File: config.mk
export PLATFORM = sky130hd
export DESIGN_NAME = encoder_carousel_indexer
export DESIGN_NICKNAME = d
export VERILOG_FILES = /design/src/rtl/ecind_pkg.sv /design/src/rtl/encoder_carousel_indexer.sv /design/src/rtl/ecind_regs.sv /design/src/rtl/ecind_core.sv
export SDC_FILE = /design/constraint.sdc
export NUM_CORES = 1
export LEC_CHECK = 0
export ABC_AREA = 1
export BUFFER_PORTS_ARGS = -buffer_cell sky130_fd_sc_hd__buf_4
export CAP_MARGIN = 20
export CORE_MARGIN = 5
export CORE_UTILIZATION = 40
export CTS_BUF_LIST = sky130_fd_sc_hd__clkbuf_8
export DETAILED_ROUTE_END_ITERATION = 10
export SLEW_MARGIN = 20
export SYNTH_ARGS = -nofsm -noshare
export SYNTH_HDL_FRONTEND = slang
export SYNTH_SLANG_ARGS = --single-unit
File: constraint.sdc
create_clock -name clk -period 9.44 [get_ports clk]
set_clock_uncertainty 0.1 [all_clocks]
set_input_delay 0.944 -clock clk [delete_from_list [all_inputs] [get_ports clk]]
set_output_delay 0.944 -clock clk [all_outputs]
set_load 0.1 [all_outputs]
File: src/rtl/ecind_pkg.sv
// Shared types and constants for the encoder carousel indexer.
`default_nettype none
package ecind_pkg;

  localparam logic [1:0] CMD_EDGE = 2'd0;
  localparam logic [1:0] CMD_MOVE = 2'd1;
  localparam logic [1:0] CMD_SET  = 2'd2;

  localparam logic [1:0] MOTOR_OFF = 2'd0;
  localparam logic [1:0] MOTOR_CW  = 2'd1;
  localparam logic [1:0] MOTOR_CCW = 2'd2;

  localparam logic REG_EDGES_PER_TURN = 1'b0;
  localparam logic REG_TURNS_PER_SLOT = 1'b1;

  localparam logic [6:0] EDGES_PER_TURN_RST = 7'd56;
  localparam logic [3:0] TURNS_PER_SLOT_RST = 4'd4;

  typedef struct packed {
    logic [1:0] cmd;
    logic       channel_b;
    logic [3:0] target_slot;
  } item_t;

  typedef struct packed {
    logic [3:0] slot_now;
    logic [1:0] motor_drive;
    logic       at_target;
  } result_t;

  typedef struct packed {
    logic [6:0] edges_per_turn;
    logic [3:0] turns_per_slot;
  } cfg_t;

endpackage
`default_nettype wire

File: src/rtl/encoder_carousel_indexer.sv
// Top level of the encoder carousel indexer: handshake stages around the core.
// Usage:
// Items enter on the input channel (in_valid, in_stall, cmd, channel_b,
// target_slot): an encoder edge, a move to a target slot or a load of the
// current slot. Every item gives exactly one result on the output channel
// (out_valid, out_stall, slot_now, motor_drive, at_target).
// A transfer happens at a rising edge where valid is high and stall is low.
// The item is held in an input register; when the output stage can advance,
// the core updates the counters, slot and motor state and the result is
// captured in the output register. One item is taken every cycle while the
// receiver does not stall; the core's state update sets that rate.
// When the receiver stalls, the output register holds its result and the input
// register keeps one more item; in_stall rises only when both are full.
// The configuration port (cfg_we, cfg_index, cfg_data) writes edges_per_turn
// (index 0) and turns_per_slot (index 1); the user writes it only while the
// block is idle, which the block itself does not enforce. Synchronous reset
// empties both stages, clears the counts, sets slot and target to 1, switches
// the motor off and restores the registers to 56 and 4.
`default_nettype none
module encoder_carousel_indexer
  import ecind_pkg::*;
#(
  parameter int NUM_SLOTS = 12
) (
  input  wire logic       clk,
  input  wire logic       rst,
  input  wire logic       in_valid,
  output logic            in_stall,
  input  wire logic [1:0] cmd,
  input  wire logic       channel_b,
  input  wire logic [3:0] target_slot,
  output logic            out_valid,
  input  wire logic       out_stall,
  output logic [3:0]      slot_now,
  output logic [1:0]      motor_drive,
  output logic            at_target,
  input  wire logic       cfg_we,
  input  wire logic       cfg_index,
  input  wire logic [6:0] cfg_data
);

  cfg_t    cfg;
  item_t   item;
  result_t result;
  logic    item_valid;
  logic    advance;
  logic    step;

  assign advance  = !out_valid || !out_stall;
  assign step     = item_valid && advance;
  assign in_stall = item_valid && !advance;

  ecind_regs u_regs (
    .clk       (clk),
    .rst       (rst),
    .cfg_we    (cfg_we),
    .cfg_index (cfg_index),
    .cfg_data  (cfg_data),
    .cfg       (cfg)
  );

  ecind_core #(
    .NUM_SLOTS (NUM_SLOTS)
  ) u_core (
    .clk    (clk),
    .rst    (rst),
    .step   (step),
    .item   (item),
    .cfg    (cfg),
    .result (result)
  );

  always_ff @(posedge clk) begin
    if (rst) begin
      item_valid <= 1'b0;
      out_valid  <= 1'b0;
    end else begin
      if (!in_stall) begin
        item_valid <= in_valid;
      end
      if (advance) begin
        out_valid <= item_valid;
      end
    end
  end

  always_ff @(posedge clk) begin
    if (in_valid && !in_stall) begin
      item.cmd         <= cmd;
      item.channel_b   <= channel_b;
      item.target_slot <= target_slot;
    end
    if (step) begin
      slot_now    <= result.slot_now;
      motor_drive <= result.motor_drive;
      at_target   <= result.at_target;
    end
  end

endmodule
`default_nettype wire

File: src/rtl/ecind_regs.sv
// Configuration registers of the encoder carousel indexer.
`default_nettype none
module ecind_regs
  import ecind_pkg::*;
(
  input  wire logic       clk,
  input  wire logic       rst,
  input  wire logic       cfg_we,
  input  wire logic       cfg_index,
  input  wire logic [6:0] cfg_data,
  output cfg_t            cfg
);

  always_ff @(posedge clk) begin
    if (rst) begin
      cfg.edges_per_turn <= EDGES_PER_TURN_RST;
      cfg.turns_per_slot <= TURNS_PER_SLOT_RST;
    end else if (cfg_we) begin
      case (cfg_index)
        REG_EDGES_PER_TURN: cfg.edges_per_turn <= cfg_data;
        REG_TURNS_PER_SLOT: cfg.turns_per_slot <= cfg_data[3:0];
        default: ;
      endcase
    end
  end

endmodule
`default_nettype wire

File: src/rtl/ecind_core.sv
// Position and motor state of the carousel and its one-item update.
`default_nettype none
module ecind_core
  import ecind_pkg::*;
#(
  parameter int NUM_SLOTS = 12
) (
  input  wire logic clk,
  input  wire logic rst,
  input  wire logic step,
  input  wire item_t item,
  input  wire cfg_t  cfg,
  output result_t   result
);

  localparam logic [3:0] SLOT_MAX = 4'(NUM_SLOTS);
  localparam logic [3:0] HALF     = 4'(NUM_SLOTS / 2);

  logic signed [7:0] edge_count, edge_count_next;
  logic signed [4:0] turn_count, turn_count_next;
  logic [3:0]        slot_reg, slot_reg_next;
  logic [3:0]        target_reg, target_reg_next;
  logic [1:0]        motor_reg, motor_reg_next;

  logic signed [8:0] edge_sum, e_lim;
  logic signed [5:0] turn_up, turn_dn, t_lim;
  logic [3:0]        slot_inc, slot_dec, gap_dn, gap_up;
  logic              tgt_ok;
  logic [1:0]        motor_pick;

  always_comb begin
    e_lim    = $signed({2'b00, cfg.edges_per_turn});
    t_lim    = $signed({2'b00, cfg.turns_per_slot});
    edge_sum = $signed({edge_count[7], edge_count}) + (item.channel_b ? 9'sd1 : -9'sd1);
    turn_up  = $signed({turn_count[4], turn_count}) + 6'sd1;
    turn_dn  = $signed({turn_count[4], turn_count}) - 6'sd1;
    slot_inc = (slot_reg >= SLOT_MAX) ? 4'd1 : slot_reg + 4'd1;
    slot_dec = (slot_reg <= 4'd1) ? SLOT_MAX : slot_reg - 4'd1;
    tgt_ok   = (item.target_slot >= 4'd1) && (item.target_slot <= SLOT_MAX);
    gap_dn   = slot_reg - item.target_slot;
    gap_up   = item.target_slot - slot_reg;

    if (slot_reg == item.target_slot) begin
      motor_pick = MOTOR_OFF;
    end else if (slot_reg > item.target_slot) begin
      motor_pick = (gap_dn < HALF) ? MOTOR_CW : MOTOR_CCW;
    end else begin
      motor_pick = (gap_up < HALF) ? MOTOR_CCW : MOTOR_CW;
    end

    edge_count_next = edge_count;
    turn_count_next = turn_count;
    slot_reg_next   = slot_reg;
    target_reg_next = target_reg;
    motor_reg_next  = motor_reg;

    case (item.cmd)
      CMD_EDGE: begin
        if (edge_sum >= e_lim) begin
          edge_count_next = 8'sd0;
          if (turn_up >= t_lim) begin
            turn_count_next = 5'sd0;
            slot_reg_next   = slot_inc;
          end else begin
            turn_count_next = turn_up[4:0];
          end
        end else if (edge_sum <= -e_lim) begin
          edge_count_next = 8'sd0;
          if (turn_dn <= -t_lim) begin
            turn_count_next = 5'sd0;
            slot_reg_next   = slot_dec;
          end else begin
            turn_count_next = turn_dn[4:0];
          end
        end else begin
          edge_count_next = edge_sum[7:0];
        end
      end
      CMD_MOVE: begin
        if (tgt_ok) begin
          target_reg_next = item.target_slot;
          motor_reg_next  = motor_pick;
        end
      end
      CMD_SET: begin
        if (tgt_ok) begin
          slot_reg_next = item.target_slot;
        end
      end
      default: ;
    endcase

    if (motor_reg_next != MOTOR_OFF && slot_reg_next == target_reg_next) begin
      motor_reg_next = MOTOR_OFF;
    end

    result.slot_now    = slot_reg_next;
    result.motor_drive = motor_reg_next;
    result.at_target   = (motor_reg_next == MOTOR_OFF) && (slot_reg_next == target_reg_next);
  end

  always_ff @(posedge clk) begin
    if (rst) begin
      edge_count <= 8'sd0;
      turn_count <= 5'sd0;
      slot_reg   <= 4'd1;
      target_reg <= 4'd1;
      motor_reg  <= MOTOR_OFF;
    end else if (step) begin
      edge_count <= edge_count_next;
      turn_count <= turn_count_next;
      slot_reg   <= slot_reg_next;
      target_reg <= target_reg_next;
      motor_reg  <= motor_reg_next;
    end
  end

endmodule
`default_nettype wire

==> results.yml <==
final_layout:
  final_cells: 703
  nNetsFinal: 636
  num_antenna_cells: 0
  top_regs: "u_regs.cfg x11, u_core.edge_count x8, item x7"
  top_register: "u_regs.cfg"
  drive_gt1_share_pct: 13.2
  largest_reg_flops: 11
  syn_to_final_growth_pct: 11.3
routing:
  routed.top_layer: "met4"
  ant_nets: 0
  firstDrtPassIters: 5
  via_count: 3525
  vias_per_cell: 5.01
  wl_met3_um: 348
  drtIter0Drc: 197
  drt-met1-wl_mm: 4.58
  drc_errors: 0
  wl_met2_mm: 4.21
  wl_mm: 9.24
  wire_per_inst_um: 13.1
cts:
  cts_num_sinks: 50
  numCtsBuffers: 5
  clk_pin_slew_ns: 0.10
  post_cts_resized: 0
  clock_latency_ns: 0.32
  cts_tree: "done"
  cts_buffer_depth: 2
  hold_buffers: 0
  clock-root-buffer: "clkbuf_8"
  cts.htree.levels: 2
  postCtsSetupBuffers: 0
yosys:
  synth_edf_count: 14
  yosysMostFrequentCell: "nand2_1"
  synthFlopType: "dfxtp_1"
  synth.top_cell.area_share_pct: 18.3
  synth.area.top_cells: "dfxtp_1 (18%), ha_1 (14%), edfxtp_1 (11%)"
  avgSynthCellArea_um2: 7.31
  yosysWarnings: 0
  ys_seq_elements: 50
  syn_inst: 540
  synthArstFlopShare_pct: 0
  syn-num-nets: 607
  yosysUniqueCellTypes: 45
  ys_seq_area_share_pct: 28.9
  synth_common_cells: "nand2_1 (106), inv_1 (83), ha_1 (44), a21oi_1 (39), o21ai_0 (37)"
  syn-cell-area_um2: 3950
  yosys.area.top_type: "dfxtp_1"
grt:
  grt_pass1_vias: 3393
  antenna_found_initial: 0
  grt_max_degree: 25
  grt_pass1_wl_mm: 15.9
  grt_use_total_pct: 16.5
  grt-ovfl-total: 0
timing:
  period_share_pct: 40.5
  fin_crit_ns: 3.83
  finalHoldViolCount: 0
  worst_pin_slew_ns: 0.732
  rsz0062_at_grt: "no"
  finalSetupViolCount: 0
  max_freq_mhz: 261
  maxSlewViolCount: 0
  setup_tns_ns: 0
  worst_slew_margin_rel_pct: 51.1
place:
  placed_cells: 695
  place.gp.congestion: 0.940
  port_buffers: 28
  hpwlAfterDp_mm: 7.33
worst_setup_path:
  ff2ff_setup_slack_ns: 5.61
  crit_path_start: "item[4]"
  r2r_cells: 24
  worstSetupStartpointType: "flop"
  cp.required_ns: 9.43
  cp-end-kind: "flop"
  cp_max_fo: 9
  reg2reg_from: "item[4]"
  r2r_end: "motor_drive[1]"
  setup.worst_path.end: "motor_drive[1]"
  crit_type: "flop to flop"
  crit_arrival_ns: 3.82
die:
  ios: 29
  dieArea_um2: 11900
  die_h_um: 109
  rows: 36
  start_util_pct: 40.7
  core_area_um2: 9680
  die_x_um: 109
outcome:
  status: "finished clean"
pwr:
  pwr-share-comb_pct: 36.9
  p_switching_uw: 241
  cell_internal_pwr_uw: 365
  p_leak_nw: 2.12
  swShare_pct: 39.7
  p_clk_share_pct: 22.6
  seqPwrFrac_pct: 40.5
  ir_worst_vdd_uv: 72.6
  p_per_area_nw_per_um2: 138
job:
  maxCapViolCount: 0
hold_path:
  hp-class: "flop to flop"
-- power groups by stage --
stage | clock (mW) | combinational [mW] | sequential, mW
6_report | 0.137 | 0.224 | 0.245
5_1_grt | 0.150 | 0.256 | 0.247
4_1_cts | 0.142 | 0.224 | 0.245
3_5_place_dp | 0 | 0.223 | 0.250
3_3_place_gp | 0 | 0.219 | 0.250
2_1_floorplan | 0 | 0.157 | 0.263
-- cell families (layout without fill, tap and decap cells) --
| family | count (synthesis) | count (layout) | synth area share, % |
|---|---|---|---|
| AOI/OAI and AO/OA | 106 | 106 | 15.7 |
| xor gates and xnor gates | 20 | 20 | 4.44 |
| adders and majority gates | 47 | 47 | 15.5 |
| buffers and inverters | 94 | 124 | 9.07 |
| DFF | 50 | 50 | 28.9 |
| and+or+nand+nor | 223 | 223 | 26.4 |
-- how the worst min path moves through the flow --
stage	startpoint	end	cells after the start
after floorplan	u_core.target_reg[0]	u_core.target_reg[0]	2
after global placement	u_core.target_reg[0]	u_core.target_reg[0]	2
after detailed placement	u_core.target_reg[0]	u_core.target_reg[0]	2
after CTS	u_core.edge_count[3]	u_core.edge_count[3]	2
after global routing	u_core.edge_count[3]	u_core.edge_count[3]	2
final	u_core.edge_count[3]	u_core.edge_count[3]	2
-- stage by stage --
stage	setup slack (ns)	power [mW]	hold WS, ns	area (um^2)	util [%]
after floorplan	5.95	0.420	0.335	3950	-
after global placement	5.70	0.469	0.361	4290	44.3
after detailed placement	5.63	0.473	0.365	4290	44.3
after CTS	5.61	0.611	0.382	4390	45.3
after global routing	5.19	0.654	0.404	4390	45.3
final	5.61	0.606	0.376	4390	45.3
-- layer usage --
metal	vias to the layer above	global-route usage, %
li1	1850	-
met1	1605	23.3
met2	60	26.6
met3	10	2.41
met4	0	4.19
met5	-	0
-- worst max-delay path, stage by stage, from the launching register on --
cell	delay (ns)
edfxtp_1	0.38
inv_1	0.25
ha_1	0.35
a21oi_1	0.20
nand2_2	0.10
a31oi_1	0.17
xnor2_1	0.26
ha_1	0.34
nand2_1	0.07
inv_1	0.05
and3_1	0.15
nand3_1	0.06
nand3_1	0.07
nor2_1	0.12
nand2_2	0.08
nand2_4	0.11
nand3_1	0.09
nand2_1	0.10
nand2_1	0.09
nand2_1	0.07
nand2_1	0.06
nor2_2	0.11
nand3_2	0.11
nand2_2	0.09
inv_1	0.04
-- layout by cell type, fill, tap and decap left out, drive strengths merged --
cell,instances
nand2,120
inv,89
ha,44
a21oi,42
nor2,42
nand3,42
o21ai,41
dfxtp,36
buf,28
xor2,17
edfxtp,14
nand4,9
o211ai,5
clkbuf,5
nor3,4
a221oi,4
or2,3
xnor2,3
fa,3
a31oi,2
o31ai,2
o22ai,2
a211oi,2
clkinv,2
and3,1
o21a,1
a21boi,1
and2,1
a32o,1
a22oi,1
nand3b,1
a211o,1
o32ai,1
-- area by class of cell --
| type | count | area [um^2] |
|---|---|---|
| well taps | 133 | 166 |
| fillers | 987 | 5290 |
| clock buffers | 5 | 68.8 |
| multi-input cells | 396 | 2450 |
| repair buffers | 28 | 210 |
| flip-flops and latches | 50 | 1140 |
| clock inverters | 3 | 28.8 |
| inverters | 88 | 330 |
No activity file was read; power rests on OpenSTA's default activity.
